`config.mk`:
```
export PLATFORM = sky130hd
export DESIGN_NAME = http_request_stream_parser_top_flat
export DESIGN_NICKNAME = d
export VERILOG_FILES = /design/src/rtl/hrsp_pkg.sv /design/src/rtl/hrsp_if.sv /design/src/rtl/http_request_stream_parser_top.sv /design/src/rtl/hrsp_core.sv /design/src/rtl/hrsp_skid.sv /design/src/flat_wrapper.sv
export SDC_FILE = /design/constraint.sdc
export NUM_CORES = 1
export LEC_CHECK = 0
export BUFFER_PORTS_ARGS = -buffer_cell sky130_fd_sc_hd__buf_2
export CAP_MARGIN = 20
export CORE_MARGIN = 2
export CORE_UTILIZATION = 65
export DETAILED_ROUTE_END_ITERATION = 10
export GPL_TIMING_DRIVEN = 0
export PLACE_DENSITY = 0.86
export SLEW_MARGIN = 20
export SYNTH_ARGS = -nofsm -noshare
export SYNTH_HDL_FRONTEND = slang
export SYNTH_HIERARCHICAL = 1
export SYNTH_SLANG_ARGS = --single-unit
```
`constraint.sdc`:
```
create_clock -name clk_i -period 7 [get_ports clk_i]
set_clock_uncertainty 0.1 [all_clocks]
set_input_delay 1.75 -clock clk_i [delete_from_list [all_inputs] [get_ports clk_i]]
set_output_delay 1.75 -clock clk_i [all_outputs]
set_load 0.02 [all_outputs]
```
`src/rtl/hrsp_pkg.sv`:
```
package hrsp_pkg;

  localparam int BODY_COUNT_BITS = 16;
  localparam int BODY_LEN_W      = 16;

  typedef logic [BODY_COUNT_BITS-1:0] body_count_t;
  typedef logic [BODY_LEN_W-1:0]      body_len_t;

  typedef enum logic [3:0] {
    PH_METHOD     = 4'd0,
    PH_PATH_FIRST = 4'd1,
    PH_PATH       = 4'd2,
    PH_QUERY      = 4'd3,
    PH_FRAG       = 4'd4,
    PH_VERSION    = 4'd5,
    PH_SKIP_LINE  = 4'd6,
    PH_HDR_NAME   = 4'd7,
    PH_HDR_GAP    = 4'd8,
    PH_HDR_VALUE  = 4'd9,
    PH_SKIP_END   = 4'd10,
    PH_BODY       = 4'd11,
    PH_ERROR      = 4'd12
  } phase_e;

  localparam logic [2:0] TOK_NONE    = 3'd0;
  localparam logic [2:0] TOK_PATH    = 3'd1;
  localparam logic [2:0] TOK_QKEY    = 3'd2;
  localparam logic [2:0] TOK_QVAL    = 3'd3;
  localparam logic [2:0] TOK_HNAME   = 3'd4;
  localparam logic [2:0] TOK_HVAL    = 3'd5;
  localparam logic [2:0] TOK_BODY    = 3'd6;
  localparam logic [2:0] TOK_VERSION = 3'd7;

  localparam logic [2:0] METH_NONE = 3'd0;

  localparam logic [1:0] ST_PARSING = 2'd0;
  localparam logic [1:0] ST_VALID   = 2'd1;
  localparam logic [1:0] ST_INVALID = 2'd2;

  localparam logic [1:0] ESC_IDLE = 2'd0;
  localparam logic [1:0] ESC_HIGH = 2'd1;
  localparam logic [1:0] ESC_LOW  = 2'd2;

  localparam logic [7:0] CH_NUL   = 8'h00;
  localparam logic [7:0] CH_CR    = 8'h0D;
  localparam logic [7:0] CH_SP    = 8'h20;
  localparam logic [7:0] CH_HASH  = 8'h23;
  localparam logic [7:0] CH_PCT   = 8'h25;
  localparam logic [7:0] CH_AMP   = 8'h26;
  localparam logic [7:0] CH_PLUS  = 8'h2B;
  localparam logic [7:0] CH_MINUS = 8'h2D;
  localparam logic [7:0] CH_COLON = 8'h3A;
  localparam logic [7:0] CH_EQ    = 8'h3D;
  localparam logic [7:0] CH_QUEST = 8'h3F;

  localparam int          METH_NUM     = 6;
  localparam logic [3:0]  METH_MAX_LEN = 4'd7;
  localparam logic [3:0]  METH_OVER    = 4'd8;

  localparam logic [55:0] METH_TEXT [METH_NUM] = '{
    56'h474554, 56'h504F5354, 56'h505554,
    56'h44454C455445, 56'h4F5054494F4E53, 56'h5041544348
  };
  localparam logic [3:0] METH_LEN [METH_NUM] = '{4'd3, 4'd4, 4'd3, 4'd6, 4'd7, 4'd5};

  typedef struct packed {
    logic [2:0] token_class;
    logic       char_valid;
    logic [7:0] char_out;
    logic       token_done;
    logic [2:0] method_code;
    logic [1:0] parse_status;
    body_len_t  body_length;
  } result_t;

  function automatic logic is_ws(input logic [7:0] c);
    return (c == CH_SP) || (c >= 8'h09 && c <= 8'h0D);
  endfunction

  // 16 marks a non-digit
  function automatic logic [4:0] hex_val(input logic [7:0] c);
    logic [7:0] v;
    v = 8'd16;
    if (c >= 8'h30 && c <= 8'h39) v = c - 8'h30;
    else if (c >= 8'h61 && c <= 8'h66) v = c - 8'h57;
    else if (c >= 8'h41 && c <= 8'h46) v = c - 8'h37;
    return v[4:0];
  endfunction

  // two escape characters under strtol base-16 rules, kept modulo 256
  function automatic logic [7:0] decode_pair(input logic [7:0] h, input logic [7:0] l);
    logic [4:0] hv;
    logic [4:0] lv;
    logic [7:0] r;
    hv = hex_val(h);
    lv = hex_val(l);
    r  = 8'd0;
    if (is_ws(h) || h == CH_PLUS) begin
      if (!lv[4]) r = {4'd0, lv[3:0]};
    end else if (h == CH_MINUS) begin
      if (!lv[4]) r = 8'd0 - {4'd0, lv[3:0]};
    end else if (!hv[4]) begin
      r = lv[4] ? {4'd0, hv[3:0]} : {hv[3:0], lv[3:0]};
    end
    return r;
  endfunction

  function automatic logic [2:0] method_match(input logic [55:0] text, input logic [3:0] len);
    logic [2:0] m;
    m = METH_NONE;
    for (int i = 0; i < METH_NUM; i++) begin
      if (len == METH_LEN[i] && text == METH_TEXT[i]) m = 3'(i + 1);
    end
    return m;
  endfunction

  function automatic logic [7:0] to_lower(input logic [7:0] c);
    return (c >= 8'h41 && c <= 8'h5A) ? c + 8'h20 : c;
  endfunction

endpackage

```
`src/rtl/hrsp_if.sv`:
```
interface hrsp_in_if;
  logic       valid;
  logic       ready;
  logic [7:0] in_byte;
  logic       final_byte;

  modport source (output valid, in_byte, final_byte, input ready);
  modport sink   (input valid, in_byte, final_byte, output ready);
endinterface

interface hrsp_out_if;
  logic                 valid;
  logic                 ready;
  logic [2:0]           token_class;
  logic                 char_valid;
  logic [7:0]           char_out;
  logic                 token_done;
  logic [2:0]           method_code;
  logic [1:0]           parse_status;
  hrsp_pkg::body_len_t  body_length;

  modport source (output valid, token_class, char_valid, char_out, token_done,
                  method_code, parse_status, body_length, input ready);
  modport sink   (input valid, token_class, char_valid, char_out, token_done,
                  method_code, parse_status, body_length, output ready);
endinterface

```
`src/rtl/http_request_stream_parser_top.sv`:
```
// channel  dir  modport  word
// in_i     in   sink     in_byte, final_byte
// out_o    out  source   token_class, char_valid, char_out, token_done,
//                        method_code, parse_status, body_length
//
// one request byte per cycle while in_i.ready is high; each accepted byte gives one registered result word
// the per-byte decode sits between the parser state and a two-entry output buffer
// in_i.ready drops only while both output entries are held by a stalled sink
// asynchronous active-low reset returns the parser to the method phase, buffer empty
module http_request_stream_parser_top (
  input  logic       clk_i,
  input  logic       rst_ni,
  hrsp_in_if.sink    in_i,
  hrsp_out_if.source out_o
);

  hrsp_pkg::result_t res, res_out;
  logic              step;
  logic              space;

  assign step       = in_i.valid && space;
  assign in_i.ready = space;

  hrsp_core u_core (
    .clk_i        (clk_i),
    .rst_ni       (rst_ni),
    .step_i       (step),
    .in_byte_i    (in_i.in_byte),
    .final_byte_i (in_i.final_byte),
    .result_o     (res)
  );

  hrsp_skid u_skid (
    .clk_i   (clk_i),
    .rst_ni  (rst_ni),
    .push_i  (step),
    .data_i  (res),
    .ready_o (space),
    .valid_o (out_o.valid),
    .pop_i   (out_o.ready),
    .data_o  (res_out)
  );

  assign out_o.token_class  = res_out.token_class;
  assign out_o.char_valid   = res_out.char_valid;
  assign out_o.char_out     = res_out.char_out;
  assign out_o.token_done   = res_out.token_done;
  assign out_o.method_code  = res_out.method_code;
  assign out_o.parse_status = res_out.parse_status;
  assign out_o.body_length  = res_out.body_length;

endmodule

```
`src/rtl/hrsp_core.sv`:
```
module hrsp_core (
  input  logic              clk_i,
  input  logic              rst_ni,
  input  logic              step_i,
  input  logic [7:0]        in_byte_i,
  input  logic              final_byte_i,
  output hrsp_pkg::result_t result_o
);

  hrsp_pkg::phase_e      phase_q, phase_d;
  logic [55:0]           text_q, text_d;
  logic [3:0]            len_q, len_d;
  logic [2:0]            found_q, found_d;
  logic                  eq_q, eq_d;
  logic [1:0]            esc_q, esc_d;
  logic [7:0]            high_q, high_d;
  logic                  line_q, line_d;
  hrsp_pkg::body_count_t body_q, body_d;

  logic [7:0] b;
  logic       err;
  logic [2:0] match;

  assign b     = in_byte_i;
  assign match = hrsp_pkg::method_match(text_q, len_q);

  always_comb begin
    err = 1'b0;
    unique case (phase_q)
      hrsp_pkg::PH_METHOD:
        err = (b == hrsp_pkg::CH_NUL) || (b == hrsp_pkg::CH_SP && match == hrsp_pkg::METH_NONE);
      hrsp_pkg::PH_PATH_FIRST, hrsp_pkg::PH_PATH, hrsp_pkg::PH_QUERY, hrsp_pkg::PH_FRAG,
      hrsp_pkg::PH_VERSION, hrsp_pkg::PH_HDR_GAP, hrsp_pkg::PH_HDR_VALUE:
        err = (b == hrsp_pkg::CH_NUL);
      hrsp_pkg::PH_HDR_NAME:
        err = !(line_q && b == hrsp_pkg::CH_CR) &&
              (b == hrsp_pkg::CH_NUL || b == hrsp_pkg::CH_CR);
      default: err = 1'b0;
    endcase
  end

  // next state, before the end-of-request clear
  always_comb begin
    phase_d = phase_q;
    text_d  = text_q;
    len_d   = len_q;
    found_d = found_q;
    eq_d    = eq_q;
    esc_d   = esc_q;
    high_d  = high_q;
    line_d  = line_q;
    body_d  = body_q;
    unique case (phase_q)
      hrsp_pkg::PH_METHOD: begin
        if (b == hrsp_pkg::CH_SP) begin
          found_d = match;
          phase_d = hrsp_pkg::PH_PATH_FIRST;
        end else if (len_q < hrsp_pkg::METH_MAX_LEN) begin
          text_d = {text_q[47:0], b};
          len_d  = len_q + 4'd1;
        end else begin
          len_d = hrsp_pkg::METH_OVER;
        end
      end
      hrsp_pkg::PH_PATH_FIRST: phase_d = hrsp_pkg::PH_PATH;
      hrsp_pkg::PH_PATH: begin
        if (b == hrsp_pkg::CH_QUEST || b == hrsp_pkg::CH_HASH || b == hrsp_pkg::CH_SP) begin
          eq_d  = 1'b0;
          esc_d = hrsp_pkg::ESC_IDLE;
          if (b == hrsp_pkg::CH_QUEST) phase_d = hrsp_pkg::PH_QUERY;
          else if (b == hrsp_pkg::CH_HASH) phase_d = hrsp_pkg::PH_FRAG;
          else phase_d = hrsp_pkg::PH_VERSION;
        end
      end
      hrsp_pkg::PH_QUERY: begin
        if (b == hrsp_pkg::CH_SP || b == hrsp_pkg::CH_HASH || b == hrsp_pkg::CH_AMP) begin
          eq_d  = 1'b0;
          esc_d = hrsp_pkg::ESC_IDLE;
          if (b == hrsp_pkg::CH_SP) phase_d = hrsp_pkg::PH_VERSION;
          else if (b == hrsp_pkg::CH_HASH) phase_d = hrsp_pkg::PH_FRAG;
        end else if (!eq_q) begin
          if (b == hrsp_pkg::CH_EQ) eq_d = 1'b1;
        end else if (esc_q == hrsp_pkg::ESC_HIGH) begin
          high_d = b;
          esc_d  = hrsp_pkg::ESC_LOW;
        end else if (esc_q == hrsp_pkg::ESC_LOW) begin
          esc_d = hrsp_pkg::ESC_IDLE;
        end else if (b == hrsp_pkg::CH_PCT) begin
          esc_d = hrsp_pkg::ESC_HIGH;
        end else begin
          esc_d = hrsp_pkg::ESC_IDLE;
        end
      end
      hrsp_pkg::PH_FRAG:
        if (b == hrsp_pkg::CH_SP) phase_d = hrsp_pkg::PH_VERSION;
      hrsp_pkg::PH_VERSION:
        if (b == hrsp_pkg::CH_CR) phase_d = hrsp_pkg::PH_SKIP_LINE;
      hrsp_pkg::PH_SKIP_LINE: begin
        phase_d = hrsp_pkg::PH_HDR_NAME;
        line_d  = 1'b1;
      end
      hrsp_pkg::PH_HDR_NAME: begin
        line_d = 1'b0;
        if (line_q && b == hrsp_pkg::CH_CR) phase_d = hrsp_pkg::PH_SKIP_END;
        else if (b == hrsp_pkg::CH_COLON) phase_d = hrsp_pkg::PH_HDR_GAP;
      end
      hrsp_pkg::PH_HDR_GAP, hrsp_pkg::PH_HDR_VALUE: begin
        if (b == hrsp_pkg::CH_CR) phase_d = hrsp_pkg::PH_SKIP_LINE;
        else if (!(phase_q == hrsp_pkg::PH_HDR_GAP && hrsp_pkg::is_ws(b)))
          phase_d = hrsp_pkg::PH_HDR_VALUE;
      end
      hrsp_pkg::PH_SKIP_END: phase_d = hrsp_pkg::PH_BODY;
      hrsp_pkg::PH_BODY:
        if (body_q != '1) body_d = body_q + hrsp_pkg::body_count_t'(1);
      hrsp_pkg::PH_ERROR: phase_d = hrsp_pkg::PH_ERROR;
      default: phase_d = hrsp_pkg::PH_ERROR;
    endcase
    if (err) phase_d = hrsp_pkg::PH_ERROR;
  end

  // result word
  always_comb begin
    result_o = '0;
    unique case (phase_q)
      hrsp_pkg::PH_PATH_FIRST: begin
        result_o.token_class = hrsp_pkg::TOK_PATH;
        result_o.char_valid  = 1'b1;
        result_o.char_out    = b;
      end
      hrsp_pkg::PH_PATH: begin
        result_o.token_class = hrsp_pkg::TOK_PATH;
        if (b == hrsp_pkg::CH_QUEST || b == hrsp_pkg::CH_HASH || b == hrsp_pkg::CH_SP) begin
          result_o.token_done = 1'b1;
        end else begin
          result_o.char_valid = 1'b1;
          result_o.char_out   = b;
        end
      end
      hrsp_pkg::PH_QUERY: begin
        if (b == hrsp_pkg::CH_SP || b == hrsp_pkg::CH_HASH || b == hrsp_pkg::CH_AMP) begin
          result_o.token_class = eq_q ? hrsp_pkg::TOK_QVAL : hrsp_pkg::TOK_QKEY;
          result_o.token_done  = 1'b1;
        end else if (!eq_q) begin
          result_o.token_class = hrsp_pkg::TOK_QKEY;
          if (b == hrsp_pkg::CH_EQ) begin
            result_o.token_done = 1'b1;
          end else begin
            result_o.char_valid = 1'b1;
            result_o.char_out   = b;
          end
        end else if (esc_q == hrsp_pkg::ESC_LOW) begin
          result_o.token_class = hrsp_pkg::TOK_QVAL;
          result_o.char_valid  = 1'b1;
          result_o.char_out    = hrsp_pkg::decode_pair(high_q, b);
        end else if (esc_q != hrsp_pkg::ESC_HIGH && b != hrsp_pkg::CH_PCT) begin
          result_o.token_class = hrsp_pkg::TOK_QVAL;
          result_o.char_valid  = 1'b1;
          result_o.char_out    = (b == hrsp_pkg::CH_PLUS) ? hrsp_pkg::CH_SP : b;
        end
      end
      hrsp_pkg::PH_VERSION: begin
        result_o.token_class = hrsp_pkg::TOK_VERSION;
        if (b == hrsp_pkg::CH_CR) begin
          result_o.token_done = 1'b1;
        end else begin
          result_o.char_valid = 1'b1;
          result_o.char_out   = b;
        end
      end
      hrsp_pkg::PH_HDR_NAME: begin
        if (!(line_q && b == hrsp_pkg::CH_CR)) begin
          result_o.token_class = hrsp_pkg::TOK_HNAME;
          if (b == hrsp_pkg::CH_COLON) begin
            result_o.token_done = 1'b1;
          end else begin
            result_o.char_valid = 1'b1;
            result_o.char_out   = hrsp_pkg::to_lower(b);
          end
        end
      end
      hrsp_pkg::PH_HDR_GAP, hrsp_pkg::PH_HDR_VALUE: begin
        if (b == hrsp_pkg::CH_CR) begin
          result_o.token_class = hrsp_pkg::TOK_HVAL;
          result_o.token_done  = 1'b1;
        end else if (!(phase_q == hrsp_pkg::PH_HDR_GAP && hrsp_pkg::is_ws(b))) begin
          result_o.token_class = hrsp_pkg::TOK_HVAL;
          result_o.char_valid  = 1'b1;
          result_o.char_out    = b;
        end
      end
      hrsp_pkg::PH_BODY: begin
        result_o.token_class = hrsp_pkg::TOK_BODY;
        result_o.char_valid  = 1'b1;
        result_o.char_out    = b;
        result_o.token_done  = final_byte_i;
      end
      default: result_o.token_class = hrsp_pkg::TOK_NONE;
    endcase

    if (err) begin
      result_o.token_class = hrsp_pkg::TOK_NONE;
      result_o.char_valid  = 1'b0;
      result_o.char_out    = 8'd0;
      result_o.token_done  = 1'b0;
    end

    if (phase_d == hrsp_pkg::PH_ERROR) result_o.parse_status = hrsp_pkg::ST_INVALID;
    else if (final_byte_i)
      result_o.parse_status = (phase_d == hrsp_pkg::PH_BODY) ? hrsp_pkg::ST_VALID
                                                             : hrsp_pkg::ST_INVALID;
    else result_o.parse_status = hrsp_pkg::ST_PARSING;

    result_o.method_code = found_d;
    if (hrsp_pkg::BODY_COUNT_BITS > hrsp_pkg::BODY_LEN_W &&
        (body_d >> hrsp_pkg::BODY_LEN_W) != '0)
      result_o.body_length = '1;
    else
      result_o.body_length = hrsp_pkg::body_len_t'(body_d);
  end

  always_ff @(posedge clk_i or negedge rst_ni) begin
    if (!rst_ni) begin
      phase_q <= hrsp_pkg::PH_METHOD;
      text_q  <= '0;
      len_q   <= '0;
      found_q <= hrsp_pkg::METH_NONE;
      eq_q    <= 1'b0;
      esc_q   <= hrsp_pkg::ESC_IDLE;
      high_q  <= '0;
      line_q  <= 1'b0;
      body_q  <= '0;
    end else if (step_i) begin
      if (final_byte_i) begin
        // last byte of a request: start the next one from scratch
        phase_q <= hrsp_pkg::PH_METHOD;
        text_q  <= '0;
        len_q   <= '0;
        found_q <= hrsp_pkg::METH_NONE;
        eq_q    <= 1'b0;
        esc_q   <= hrsp_pkg::ESC_IDLE;
        high_q  <= '0;
        line_q  <= 1'b0;
        body_q  <= '0;
      end else begin
        phase_q <= phase_d;
        text_q  <= text_d;
        len_q   <= len_d;
        found_q <= found_d;
        eq_q    <= eq_d;
        esc_q   <= esc_d;
        high_q  <= high_d;
        line_q  <= line_d;
        body_q  <= body_d;
      end
    end
  end

endmodule

```
`src/rtl/hrsp_skid.sv`:
```
module hrsp_skid (
  input  logic              clk_i,
  input  logic              rst_ni,
  input  logic              push_i,
  input  hrsp_pkg::result_t data_i,
  output logic              ready_o,
  output logic              valid_o,
  input  logic              pop_i,
  output hrsp_pkg::result_t data_o
);

  logic              head_vld_q, skid_vld_q;
  hrsp_pkg::result_t head_q, skid_q;
  logic              pop;

  assign valid_o = head_vld_q;
  assign data_o  = head_q;
  assign ready_o = !skid_vld_q;
  assign pop     = head_vld_q && pop_i;

  always_ff @(posedge clk_i or negedge rst_ni) begin
    if (!rst_ni) begin
      head_vld_q <= 1'b0;
      skid_vld_q <= 1'b0;
    end else begin
      if (pop) begin
        // skid is empty whenever a push comes in
        head_vld_q <= skid_vld_q || push_i;
        skid_vld_q <= 1'b0;
      end else if (push_i) begin
        if (head_vld_q) skid_vld_q <= 1'b1;
        else head_vld_q <= 1'b1;
      end
    end
  end

  always_ff @(posedge clk_i) begin
    if (pop) begin
      if (skid_vld_q) head_q <= skid_q;
      else if (push_i) head_q <= data_i;
    end else if (push_i) begin
      if (head_vld_q) skid_q <= data_i;
      else head_q <= data_i;
    end
  end

endmodule

```
`src/flat_wrapper.sv`:
```
// flat-port wrapper written by rule: the top's interface ports become plain ports
module http_request_stream_parser_top_flat 
  (clk_i, rst_ni, in_i_valid, in_i_in_byte, in_i_final_byte, in_i_ready, out_o_valid, out_o_token_class, out_o_char_valid, out_o_char_out, out_o_token_done, out_o_method_code, out_o_parse_status, out_o_body_length, out_o_ready);
  hrsp_in_if in_i_i ();
  hrsp_out_if out_o_i ();
  input  logic clk_i;
  input  logic rst_ni;
  input wire logic [$bits(in_i_i.valid)-1:0] in_i_valid;
  input wire logic [$bits(in_i_i.in_byte)-1:0] in_i_in_byte;
  input wire logic [$bits(in_i_i.final_byte)-1:0] in_i_final_byte;
  output wire logic [$bits(in_i_i.ready)-1:0] in_i_ready;
  output wire logic [$bits(out_o_i.valid)-1:0] out_o_valid;
  output wire logic [$bits(out_o_i.token_class)-1:0] out_o_token_class;
  output wire logic [$bits(out_o_i.char_valid)-1:0] out_o_char_valid;
  output wire logic [$bits(out_o_i.char_out)-1:0] out_o_char_out;
  output wire logic [$bits(out_o_i.token_done)-1:0] out_o_token_done;
  output wire logic [$bits(out_o_i.method_code)-1:0] out_o_method_code;
  output wire logic [$bits(out_o_i.parse_status)-1:0] out_o_parse_status;
  output wire logic [$bits(out_o_i.body_length)-1:0] out_o_body_length;
  input wire logic [$bits(out_o_i.ready)-1:0] out_o_ready;
  assign in_i_i.valid = in_i_valid;
  assign in_i_i.in_byte = in_i_in_byte;
  assign in_i_i.final_byte = in_i_final_byte;
  assign in_i_ready = in_i_i.ready;
  assign out_o_valid = out_o_i.valid;
  assign out_o_token_class = out_o_i.token_class;
  assign out_o_char_valid = out_o_i.char_valid;
  assign out_o_char_out = out_o_i.char_out;
  assign out_o_token_done = out_o_i.token_done;
  assign out_o_method_code = out_o_i.method_code;
  assign out_o_parse_status = out_o_i.parse_status;
  assign out_o_body_length = out_o_i.body_length;
  assign out_o_i.ready = out_o_ready;
  http_request_stream_parser_top u_core (.clk_i(clk_i), .rst_ni(rst_ni), .in_i(in_i_i), .out_o(out_o_i));
endmodule
```
# After elaboration in Yosys (flattened, before gate mapping)
# Index checks and enable logic that the tools add are counted.
# word_totals
register_bits	165
inputBits	13
out_inout_bits	36
wordCells	277
# classes
n_addsub	10
n_lt_le_gt_ge	18
n_eq_ne	46
mux	116
bitwise	1
n_reduce_logical	61
# op_table
op	n
56-bit two-way mux	4
34-bit two-way mux	5
56-bit by 23-bit equality test with 1-bit output (second input constant)	2
8-bit two-way mux	12
8-bit by 6-bit equality test with 1-bit output (second input constant)	11
4-bit two-way mux	18
5-bit two-way mux	14
56-bit by 31-bit equality test with 1-bit output (second input constant)	1
56-bit by 39-bit equality test with 1-bit output (second input constant)	1
56-bit by 47-bit equality test with 1-bit output (second input constant)	1
56-bit by 55-bit equality test with 1-bit output (second input constant)	1
9-bit two-way mux	6
9-bit one-hot mux with 6 select lines	1
16-bit two-way mux	3
4-bit one-hot mux with 11 select lines	1
8-bit by 7-bit <= comparator with 1-bit output (second input constant)	5
12-bit two-way mux	3
4-bit by 3-bit equality test with 1-bit output (second input constant)	8
8-bit by 7-bit >= comparator with 1-bit output (second input constant)	4
3-bit two-way mux	10
5-bit subtractor (second input constant)	6
13-bit two-way mux	2
4-bit equality test (second input constant)	6
1-bit logical AND	22
other kinds (43)	105

# Longest topological paths before layout
# Gate-level depths: netlist of the first run.
# logic_depth
ltp_word	21
depth_mapped	15
ltp_nobuf	13

# Hierarchy
# Netlist of the first run, hierarchy kept.
# modules_own_cells
mod	n_inst	cells_per_inst	area_each_um2	seq_area_each_um2
hrsp_core	1	846	6810.3	2377.3
hrsp_skid	1	118	2691.3	2092.0
http_request_stream_parser_top	1	1	6.3	0.0

# Worst setup path before layout of the first run
# OpenSTA, ideal clock, no wires.
# synth_path
kind	input to register
from	input port in_i_in_byte[0]
to	register u_core.u_skid.head_q (netlist bit u_core/u_skid/data_o[27]) (data pin)
setup_time_ns	0.260
arrival_ns	4.569
required_ns	6.640
path_slack_ns	2.071
cell_stages	15
path_buffers	2
cell_sequence	clkbuf_1 > inv_1 > ha_1 > buf_2 > or3b_4 > o32ai_2 > a2bb2oi_4 > and2b_1 > a21oi_1 > ha_1 > a31oi_1 > and4_1 > o21ai_0 > nand2_1 > mux2_4
# synth_rtl
element	line_no	text
start: declaration	flat_wrapper.sv:9	input wire logic [$bits(in_i_i.in_byte)-1:0] in_i_in_byte;
end signal: assignment	hrsp_skid.sv:39	if (skid_vld_q) head_q <= skid_q;
end signal: assignment	hrsp_skid.sv:40	else if (push_i) head_q <= data_i;
end signal: assignment	hrsp_skid.sv:43	else head_q <= data_i;
end: declaration	hrsp_skid.sv:13	hrsp_pkg::result_t head_q, skid_q;

==> results.sh, run 1 <==
export IMPL_outcome="finished clean"
export IMPL_vdd_ir_drop_max_uv=166.4
export IMPL_initialDrtViolationCount=978
export IMPL_slew_headroom=0.6109
export IMPL_dr_pass1_iters=5
export IMPL_wl_per_cell_um=19.25
export IMPL_initial_core_util=0.6592
export IMPL_synth_ff_type="dfrtp_1"
export IMPL_via_count=7993
export IMPL_holdBufCountCts=0
export IMPL_synth_cells=965
export IMPL_antenna_found_initial=0
export IMPL_cap_violations=0
export IMPL_routed_wl_um=23700
export IMPL_grt_pass1_wl_um=38710
export IMPL_insertion_delay_ns=0.43
export IMPL_ctsResizeCount=0
export IMPL_cts_tree="built"
export IMPL_grtUsageMet1=0.4473
export IMPL_io_buffers=47
export IMPL_fillers=1001
export IMPL_ys_seq_area_frac=0.4701
export IMPL_cp_required_ns=7.21
export IMPL_worst_setup_path_type="in2reg"
export IMPL_gp_congestion=0.9819
export IMPL_ios=49
export IMPL_syn_avg_cell_area_um2=9.853
export IMPL_total_leakage_power_nw=4.338
export IMPL_core_area_um2=14420
export IMPL_hold_ws_ns=0.4070
export IMPL_tns_ns=0
export IMPL_grt_busiest_layer="met2"
export IMPL_yosys_area_top_type_share=0.2553
export IMPL_synth_most_common_cell="nand2_1"
export IMPL_synthTopCellsByCount="nand2_1, o21ai_0, dfrtp_1, edfxtp_1, a21oi_1"
export IMPL_finalMaxSlewViolations=0
export IMPL_dp_hpwl_um=16750
export IMPL_cp_start_kind="primary input"
export IMPL_p_per_area_nw_per_um2=296.3
export IMPL_worstPathArrival_ns=5.52
export IMPL_synth_seq_cells=165
export IMPL_dieArea_um2=15610
export IMPL_post_cts_buffers=0
export IMPL_area_delta_synth_final_pct=12.22
export IMPL_synth_edf_count=68
export IMPL_ff_latch_area_um2=4469
export IMPL_use_met2=0.4783
export IMPL_cts_htree_levels=4
export IMPL_synth_top_cell_by_area="dfrtp_1"
export IMPL_worstSetupEndpointType="register"
export IMPL_drc=0
export IMPL_synth_area_um2=9508
export IMPL_yosys_warnings=6
export IMPL_cts_root_buffer="clkbuf_16"
export IMPL_diodes=0
export IMPL_syn_nets=993
export IMPL_synth_area_leaders="dfrtp_1, edfxtp_1, nand2_1"
export IMPL_min_delay_path_class="reg2reg"
export IMPL_worst_pin_slew_ns=0.5798
export IMPL_grt_total_usage=0.3069
export IMPL_rows=44
export IMPL_grt_pass1_vias=7456
export IMPL_synth_distinct_cells=102
export IMPL_crit_path_max_fanout=10
export IMPL_via_per_inst=6.493
export IMPL_drive_gt1_frac=0.1700
export IMPL_rsz0062_at_grt="false"
export IMPL_multi_input_area_um2=4673
export IMPL_ant_nets=0
export IMPL_grt_max_degree=77
export IMPL_cts_sinks=165
export IMPL_min_period_over_period=0.7584
export IMPL_min_period_ns=5.309
export IMPL_async_reset_ff_frac=0.5879
export IMPL_layout_nets=1062
export IMPL_cts_made_buffers=17
export IMPL_max_freq_mhz=188.4
export IMPL_overflow=0
export IMPL_path_clk_slew_ns=0.07
export IMPL_hold_viol=0
export IMPL_die_h_um=124.9
export IMPL_die_w_um=124.9
export IMPL_grt_met3_usage=0.04707
export IMPL_report_final_setup_viol=0
export IMPL_ctsLongestPathBuffers=2
-- worst paths after layout --
path,startpoint,to,slack (ns),cells past startpoint
setup / recovery,in_i_in_byte[0],u_core/u_skid/data_o[24],1.69,16
hold / removal,u_core/u_core/text_q[55],u_core/u_core/text_q[55],0.41,2
setup reg to reg,u_core/u_core/high_q[0],u_core/u_skid/data_o[22],3.74,10
hold reg to reg,u_core/u_core/text_q[55],u_core/u_core/text_q[55],0.41,2
max in group asynchronous,rst_ni,u_core/u_core/body_q[2],5.12,2
min in group asynchronous,rst_ni,u_core/u_core/text_q[35],1.06,1
-- where the power goes --
part	internal, mW	switching [mW]	total, mW
clock network	0.549	0.409	0.958
logic	0.302	0.529	0.831
registers	1.22	0.157	1.37
-- stage by stage --
stage / power [mW] / area, um2 / worst slack (ns) / utilization / cells
2_1_floorplan: 1.916 / 9508 / 2.071 / - / 965
4_1_cts: 3.165 / 10670 / 1.777 / 0.7398 / 1231
6_report: 3.162 / 10670 / 1.691 / 0.7398 / 1231
3_3_place_gp: 2.153 / 9973 / 1.347 / 0.6914 / 1196
3_5_place_dp: 2.204 / 10070 / 1.348 / 0.6980 / 1199
5_1_grt: 3.303 / 10670 / 1.526 / 0.7398 / 1231
-- cells by family (layout without fill, tap and decap cells) --
logic type / after synthesis / count (layout) / share of synthesized area
buffers and inverters: 82 / 164 / 0.03974
adder cells (fa/ha/maj): 15 / 15 / 0.01974
multiplexers: 41 / 41 / 0.05988
flip-flops: 165 / 165 / 0.4701
XOR/XNOR: 12 / 12 / 0.01106
AO/OA/AOI/OAI: 259 / 259 / 0.1832
AND/OR/NAND/NOR: 391 / 391 / 0.2163
-- state kept, by name (all words and copies together), names as in the netlist --
name / count
u_core/u_core/body_q: 16
u_core/u_core/line_q: 1
u_core/u_core/phase_q: 4
u_core/u_core/eq_q: 1
u_core/u_core/len_q: 4
u_core/u_core/esc_q: 2
u_core/u_core/high_q: 8
u_core/u_skid/skid_vld_q: 1
u_core/u_core/text_q: 56
u_core/u_skid/skid_q: 34
u_core/u_skid/data_o: 34
u_core/u_core/found_q: 3
u_core/u_skid/valid_o: 1
-- area by class of cell --
| class | instances | share of cell area |
|---|---|---|
| Buffer | 59 | 0.02732 |
| Clock buffer | 19 | 0.04151 |
| Clock inverter | 13 | 0.01501 |
| Inverter | 23 | 0.008091 |
| Multi-Input combinational cell | 718 | 0.4380 |
| Sequential cell | 165 | 0.4189 |
| Tap cell | 184 | 0.02158 |
| Timing Repair Buffer | 50 | 0.02967 |
-- worst max-delay path, stage by stage --
cell and delay, ns:
buf_2 0.12, clkbuf_1 0.23, inv_1 0.25, ha_1 0.18, buf_2 0.21, or3b_4 0.44
o32ai_2 0.28, a2bb2oi_4 0.23, and2b_1 0.20, a21oi_1 0.16, ha_1 0.24, a211oi_1 0.07
a2111oi_2 0.48, o21bai_1 0.12, a21oi_1 0.33, mux2_4 0.21
-- layer usage --
metal | share of wire | up-vias
met3 | 0.080 | 51
met1 | 0.43 | 3853
met2 | 0.47 | 380
met4 | 0.023 | 0
li1 | - | 3709
met5 | 0 | -
-- cells in the final DEF (no fill, tap or decap), types with 11 or more instances in the layout --
master | netlist | layout
clkbuf_16 | 0 | 17
nor3_1 | 18 | 18
nand2_1 | 179 | 179
ha_1 | 15 | 15
mux2_4 | 30 | 30
nand4_1 | 11 | 11
o21ai_0 | 101 | 101
edfxtp_1 | 68 | 68
nor2_1 | 37 | 37
dfrtp_1 | 97 | 97
nor2b_1 | 13 | 13
a31oi_1 | 12 | 12
inv_1 | 21 | 21
a21oi_1 | 40 | 39
buf_2 | 19 | 65
clkbuf_1 | 30 | 31
nand3_1 | 25 | 25
(Power assumes the default switching activity.)
==> run 2: changes to the inputs <==
--- a/config.mk
+++ b/config.mk
@@ -5,13 +5,14 @@
 export SDC_FILE = /design/constraint.sdc
 export NUM_CORES = 1
 export LEC_CHECK = 0
+export ABC_AREA = 1
 export BUFFER_PORTS_ARGS = -buffer_cell sky130_fd_sc_hd__buf_2
 export CAP_MARGIN = 20
 export CORE_MARGIN = 2
-export CORE_UTILIZATION = 65
+export CORE_UTILIZATION = 62
 export DETAILED_ROUTE_END_ITERATION = 10
 export GPL_TIMING_DRIVEN = 0
-export PLACE_DENSITY = 0.86
+export PLACE_DENSITY = 0.83
 export SLEW_MARGIN = 20
 export SYNTH_ARGS = -nofsm -noshare
 export SYNTH_HDL_FRONTEND = slang
==> constraint.sdc (replaced) <==
create_clock -name clk_i -period 5.05 [get_ports clk_i]
set_clock_uncertainty 0.1 [all_clocks]
set_input_delay 1.2625 -clock clk_i [delete_from_list [all_inputs] [get_ports clk_i]]
set_output_delay 1.2625 -clock clk_i [all_outputs]
set_load 0.02 [all_outputs]
==> run 2 against run 1 <==
Effect of this change: worst setup slack got worse by 0.51 ns; cell count increased by 22%; combinational power decreased by 84%; sequential power about the same; first-iteration DRC count decreased by 24%; via count increased by 8.8%; critical path type unchanged; non-clock buffer count decreased by 18; clock power increased by 38%; synthesized area increased by 2.5%.
==> results.sh, run 2 <==
export IMPL_ctsResizeCount=0
export IMPL_synth_most_common_cell="nand2_1"
export IMPL_synth_seq_cells=165
export IMPL_seqPwrFrac=0.489
export IMPL_grtUsageMet1=0.4154
export IMPL_dieArea_um2=16740
export IMPL_syn_nets=1238
export IMPL_fillers=1173
export IMPL_worst_pin_slew_ns=0.7151
export IMPL_finalMaxSlewViolations=0
export IMPL_area_delta_synth_final_pct=12.38
export IMPL_cp_start_kind="primary input"
export IMPL_initialDrtViolationCount=748
export IMPL_layout_nets=1304
export IMPL_dp_cells=1468
export IMPL_synth_xor_area_frac=0.01605
export IMPL_crit_path_top_delay_cell="ha_1"
export IMPL_die_h_um=129.4
export IMPL_ant_nets=0
export IMPL_grt_met3_usage=0.05120
export IMPL_gp_congestion=0.9689
export IMPL_drc=0
export IMPL_path_cells="buf_2 -> inv_1 -> ha_1 -> inv_1 -> nand3_1 -> nand2_1 -> nand2_2 -> nand2_1 -> nand3_2 -> nand2_1 -> ha_1 -> nand2_1 -> nand2_2 -> nand3_2 -> o21ai_0 -> o22ai_1 -> nand2_1 -> o221ai_1 -> nand2_1 -> nand2_1"
export IMPL_ctsLongestPathBuffers=2
export IMPL_synthAdderAreaFrac=0.01926
export IMPL_critPathBufInv=3
export IMPL_rsz0062_at_grt="false"
export IMPL_comb_power_share=0.047
export IMPL_placed_area_um2=10330
export IMPL_synth_top_cell_by_area="dfrtp_1"
export IMPL_routed_wl_um=23500
export IMPL_syn_avg_cell_area_um2=8.053
export IMPL_rows=45
export IMPL_clkPwrFrac=0.465
export IMPL_largest_reg_flops=56
export IMPL_path_clk_slew_ns=0.07
export IMPL_crit_path_max_fanout=6
export IMPL_final_cells=1500
export IMPL_holdBufCountCts=0
export IMPL_total_leakage_power_nw=4.999
export IMPL_yosys_area_top_type_share=0.2491
export IMPL_diodes=0
export IMPL_layout_common_cells="nand2_1, inv_1, nor2_1"
export IMPL_dp_hpwl_um=17140
export IMPL_synth_top_family_by_area="simple AND/OR/NAND/NOR gates"
export IMPL_synth_edf_count=68
export IMPL_synthTopCellsByCount="nand2_1, inv_1, nor2_1, nand3_1, dfrtp_1"
export IMPL_synth_area_um2=9744
export IMPL_ios=49
export IMPL_grt_total_usage=0.2945
export IMPL_final_common_cell="nand2_1"
export IMPL_worstSetupEndpointType="register"
export IMPL_dr_pass1_iters=5
export IMPL_cp_common_cell="nand2_1"
export IMPL_hold_ws_ns=0.3847
export IMPL_switching_share=0.2429
export IMPL_cp_required_ns=5.13
export IMPL_cts_htree_levels=4
export IMPL_worst_setup_path_type="in2reg"
export IMPL_synth_cells=1210
export IMPL_core_area_um2=15260
export IMPL_synth_simple_gate_area_frac=0.2897
export IMPL_path_delay_family="simple AND/OR/NAND/NOR gates"
export IMPL_die_w_um=129.4
export IMPL_critPathMaxStageDelay_ns=0.25
export IMPL_cts_sinks=165
export IMPL_p_per_area_nw_per_um2=259.8
export IMPL_cts_root_buffer="clkbuf_16"
export IMPL_ys_seq_area_frac=0.4587
export IMPL_min_delay_path_class="reg2reg"
export IMPL_cts_tree="built"
export IMPL_cap_violations=0
export IMPL_synth_distinct_cells=56
export IMPL_via_per_inst=5.795
export IMPL_finalInstanceArea_um2=10950
export IMPL_grt_pass1_wl_um=39330
export IMPL_wl_per_cell_um=15.67
export IMPL_io_buffers=44
export IMPL_min_period_ns=3.865
export IMPL_worstPathArrival_ns=3.95
export IMPL_grt_busiest_layer="met2"
export IMPL_insertion_delay_ns=0.43
export IMPL_p_switching_mw=0.6911
export IMPL_vdd_ir_drop_max_uv=219.4
export IMPL_via_count=8693
export IMPL_synth_area_leaders="dfrtp_1, edfxtp_1, nand2_1"
export IMPL_grt_max_degree=51
export IMPL_tns_ns=0
export IMPL_use_met2=0.4650
export IMPL_initial_core_util=0.6386
export IMPL_min_period_over_period=0.7653
export IMPL_synth_mux_area_frac=0
export IMPL_synth_compound_area_share=0.1063
export IMPL_post_cts_buffers=0
export IMPL_overflow=0
export IMPL_outcome="finished clean"
export IMPL_internal_power_mw=2.154
export IMPL_slew_headroom=0.5170
export IMPL_hold_viol=0
export IMPL_largest_register="u_core/u_core/text_q"
export IMPL_report_final_setup_viol=0
export IMPL_cts_made_buffers=17
export IMPL_drive_gt1_frac=0.1389
export IMPL_yosys_warnings=6
export IMPL_max_freq_mhz=258.8
export IMPL_synth_ff_type="dfrtp_1"
export IMPL_antenna_found_initial=0
export IMPL_grt_pass1_vias=8097
export IMPL_async_reset_ff_frac=0.5879
[run 2: cell type report]
class	count	area, um2	share of cell area
multi-input combinational	808	4218	0.3852
buffer	44	322.8	0.02948
sequential	165	4469	0.4081
inverter	193	749.5	0.06844
clock inverter	14	178.9	0.01634
tap	211	264.0	0.02411
timing repair buffer	47	309.0	0.02822
clock buffer	18	439.2	0.04011
[run 2: path summary, 6_finish.rpt]
path,start,cells after the start,endpoint,slack [ns]
setup / recovery,in_i_in_byte[1],20,u_core/u_skid/data_o[29],1.19
hold / removal,u_core/u_core/esc_q[1],2,u_core/u_core/esc_q[1],0.38
setup reg to reg,u_core/u_core/high_q[0],16,u_core/u_skid/data_o[22],2.27
hold reg to reg,u_core/u_core/esc_q[1],2,u_core/u_core/esc_q[1],0.38
max in group asynchronous,rst_ni,2,u_core/u_skid/valid_o,3.60
min in group asynchronous,rst_ni,1,u_core/u_core/text_q[47],0.66
[run 2: kinds of logic (layout without fill, tap and decap cells)]
group / after synthesis / after routing
AO/OA/AOI/OAI: 178 / 178
XOR/XNOR: 17 / 17
adder cells (fa/ha/maj): 15 / 15
buffers and inverters: 237 / 316
flip-flops: 165 / 165
AND/OR/NAND/NOR: 598 / 598
[run 2: stage by stage]
| stage | worst slack, ns | utilization | total power, mW |
|---|---|---|---|
| after detailed placement | 0.8394 | 0.6772 | 1.549 |
| final | 1.185 | 0.7177 | 2.845 |
| after floorplan | 1.383 | - | 1.499 |
| after CTS | 1.281 | 0.7177 | 2.861 |
| after global routing | 0.9935 | 0.7177 | 2.941 |
| after global placement | 0.7235 | 0.6704 | 1.544 |
[run 2: worst reg2reg max path, delay by kind of cell, from the launching register on]
kind	cells	cell delay (ns)
AO/OA/AOI/OAI	6	0.93
AND/OR/NAND/NOR	7	0.60
flip-flops	1	0.44
adder cells (fa/ha/maj)	1	0.25
buffers and inverters	2	0.20
[run 2: routing by layer]
metal,wire length (um),up-vias,part of all wire
met5,0,-,0
met4,533,0,0.023
met3,1685,58,0.072
met2,11040,377,0.47
met1,10250,4057,0.44
li1,-,4201,-
[run 2: power groups by stage]
stage | clock network (mW) | logic [mW] | registers (mW)
after floorplan | 0 | 0.0813 | 1.42
after global placement | 0 | 0.127 | 1.42
after detailed placement | 0 | 0.131 | 1.42
after CTS | 1.34 | 0.132 | 1.39
after global routing | 1.40 | 0.148 | 1.39
final | 1.32 | 0.133 | 1.39
==> run 3: changes to the inputs <==
==> constraint.sdc (replaced) <==
create_clock -name clk_i -period 3.7 [get_ports clk_i]
set_clock_uncertainty 0.1 [all_clocks]
set_input_delay 0.925 -clock clk_i [delete_from_list [all_inputs] [get_ports clk_i]]
set_output_delay 0.925 -clock clk_i [all_outputs]
set_load 0.02 [all_outputs]
==> run 3 against run 2 <==
Effect of this change: critical path depth rose by 1; worst setup slack got worse by 0.94 ns; critical endpoint is now u_core/u_skid/data_o[24]; non-clock buffer count unchanged; sequential power rose by 37%; sequential cell count did not move; core utilization unchanged; die area stayed put; via count shrank 0.37%; design area did not move; combinational power increased by 36%.
==> results.sh, run 3 (synthesis results as in run 2) <==
export IMPL_hold_viol=0
export IMPL_overflow=0
export IMPL_rsz0062_at_grt="false"
export IMPL_cts_tree="built"
export IMPL_grt_pass1_vias=8097
export IMPL_crit_path_max_fanout=6
export IMPL_ctsLongestPathBuffers=2
export IMPL_worst_setup_path_type="in2reg"
export IMPL_final_common_cell="nand2_1"
export IMPL_min_period_over_period=0.9343
export IMPL_report_final_setup_viol=0
export IMPL_cap_violations=0
export IMPL_initial_core_util=0.6386
export IMPL_outcome="finished clean"
export IMPL_insertion_delay_ns=0.43
export IMPL_layout_common_cells="nand2_1, inv_1, nor2_1"
export IMPL_cp_common_cell="nand2_1"
export IMPL_cp_start_kind="primary input"
export IMPL_largest_register="u_core/u_core/text_q"
export IMPL_worstPathArrival_ns=3.54
export IMPL_min_delay_path_class="in2async"
export IMPL_path_clk_slew_ns=0.07
export IMPL_ant_nets=0
export IMPL_r2r_setup_slack_ns=0.95
export IMPL_wl_per_cell_um=15.66
export IMPL_drive_gt1_frac=0.1396
export IMPL_antenna_found_initial=0
export IMPL_routed_wl_um=23500
export IMPL_via_per_inst=5.774
export IMPL_rows=45
export IMPL_post_cts_buffers=0
export IMPL_cts_root_buffer="clkbuf_16"
export IMPL_ios=49
export IMPL_dr_pass1_iters=6
export IMPL_wl_met3_um=1703
export IMPL_p_total_mw=3.884
export IMPL_layout_nets=1304
export IMPL_critPathMaxStageDelay_ns=0.23
export IMPL_diodes=0
export IMPL_drc=0
export IMPL_die_h_um=129.4
export IMPL_cts_made_buffers=17
export IMPL_fillers=1173
export IMPL_ff2ff_path_depth=16
export IMPL_total_leakage_power_nw=4.998
export IMPL_crit_path_top_delay_cell="ha_1"
export IMPL_vdd_ir_drop_max_uv=299.9
export IMPL_initialDrtViolationCount=743
export IMPL_slew_headroom=0.5169
export IMPL_placed_area_um2=10330
export IMPL_grt_total_usage=0.2945
export IMPL_worstSetupEndpointType="register"
export IMPL_grt_max_degree=51
export IMPL_wl_met1_um=10250
export IMPL_finalInstanceArea_um2=10950
export IMPL_reg2reg_to="u_core/u_skid/data_o[26]"
export IMPL_highest_layer="met4"
export IMPL_cts_sinks=165
export IMPL_finalMaxSlewViolations=0
export IMPL_p_per_area_nw_per_um2=354.7
export IMPL_tns_ns=0
export IMPL_worst_pin_slew_ns=0.7152
export IMPL_dieArea_um2=16740
export IMPL_wl_met2_um=11040
export IMPL_io_buffers=44
export IMPL_rr_startpoint="u_core/u_core/high_q[0]"
export IMPL_cts_htree_levels=4
export IMPL_via_count=8661
export IMPL_path_cells="buf_2 -> inv_2 -> ha_1 -> inv_1 -> nand3_1 -> nand2_1 -> nand2_2 -> nand2_1 -> nand3_2 -> nand2_1 -> ha_1 -> nand2_1 -> nand2_2 -> nor2_2 -> o21a_1 -> o21ai_1 -> nand2_1 -> nand2_1 -> a21oi_2 -> nand2_1 -> nand2_1"
export IMPL_die_w_um=129.4
export IMPL_grt_pass1_wl_um=39330
export IMPL_area_delta_synth_final_pct=12.38
export IMPL_hold_ws_ns=0.3215
export IMPL_gp_congestion=0.9689
export IMPL_core_area_um2=15260
export IMPL_cp_required_ns=3.78
export IMPL_max_freq_mhz=289.3
export IMPL_min_period_ns=3.457
export IMPL_largest_reg_flops=56
export IMPL_dp_hpwl_um=17140
## run 3: area by class of cell
cell class | count | area (um2) | area share
timing repair buffer | 47 | 309.0 | 0.02822
tap | 211 | 264.0 | 0.02411
clock buffer | 18 | 439.2 | 0.04011
buffer | 44 | 322.8 | 0.02948
inverter | 193 | 749.5 | 0.06844
sequential | 165 | 4469 | 0.4081
multi-input combinational | 808 | 4218 | 0.3852
clock inverter | 14 | 178.9 | 0.01634
## run 3: per-layer routing
metal,vias to the layer above,track usage
li1,4197,-
met1,4040,0.4154
met2,369,0.4650
met3,55,0.05120
met4,0,0.1004
met5,-,0
## run 3: how the worst max path moves through the flow
stage,depth (start not counted),to,start,slack [ns]
detailed placement,21,u_core/u_skid/data_o[23],in_i_in_byte[1],-0.17
CTS,21,u_core/u_skid/data_o[23],in_i_in_byte[1],0.27
finish,21,u_core/u_skid/data_o[24],in_i_in_byte[1],0.24
global route,21,u_core/u_skid/data_o[23],in_i_in_byte[1],0.07
global placement,5,u_core/u_skid/skid_q[4],in_i_valid,-0.29
floorplan,6,u_core/u_skid/data_o[0],in_i_valid,0.37
## run 3: stage by stage
stage	setup slack, ns	util	instances
after CTS	0.2681	0.7177	1500
after detailed placement	-0.1731	0.6772	1468
after floorplan	0.3706	-	1210
after global placement	-0.2890	0.6704	1465
after global routing	0.07468	0.7177	1500
final	0.2430	0.7177	1500
## run 3: critical path, delay by kind of cell
| kind | cells | cell delay, ns |
|---|---|---|
| adders and majority gates | 2 | 0.42 |
| AOI/OAI and AO/OA | 3 | 0.42 |
| and+or+nand+nor | 13 | 1.32 |
| buffers and inverters | 3 | 0.46 |
## run 3: power breakdown
part	total, mW	switching (mW)	internal [mW]
Combinational	0.181	0.131	0.0504
Sequential	1.90	0	1.90
Clock	1.81	0.813	0.993
## run 3: repair_timing
| action | CTS | global route |
|---|---|---|
| endpoints found under the setup margin | 0 | 1 |
| resized for setup | 0 | 1 |
| hold buffers | 0 | 0 |
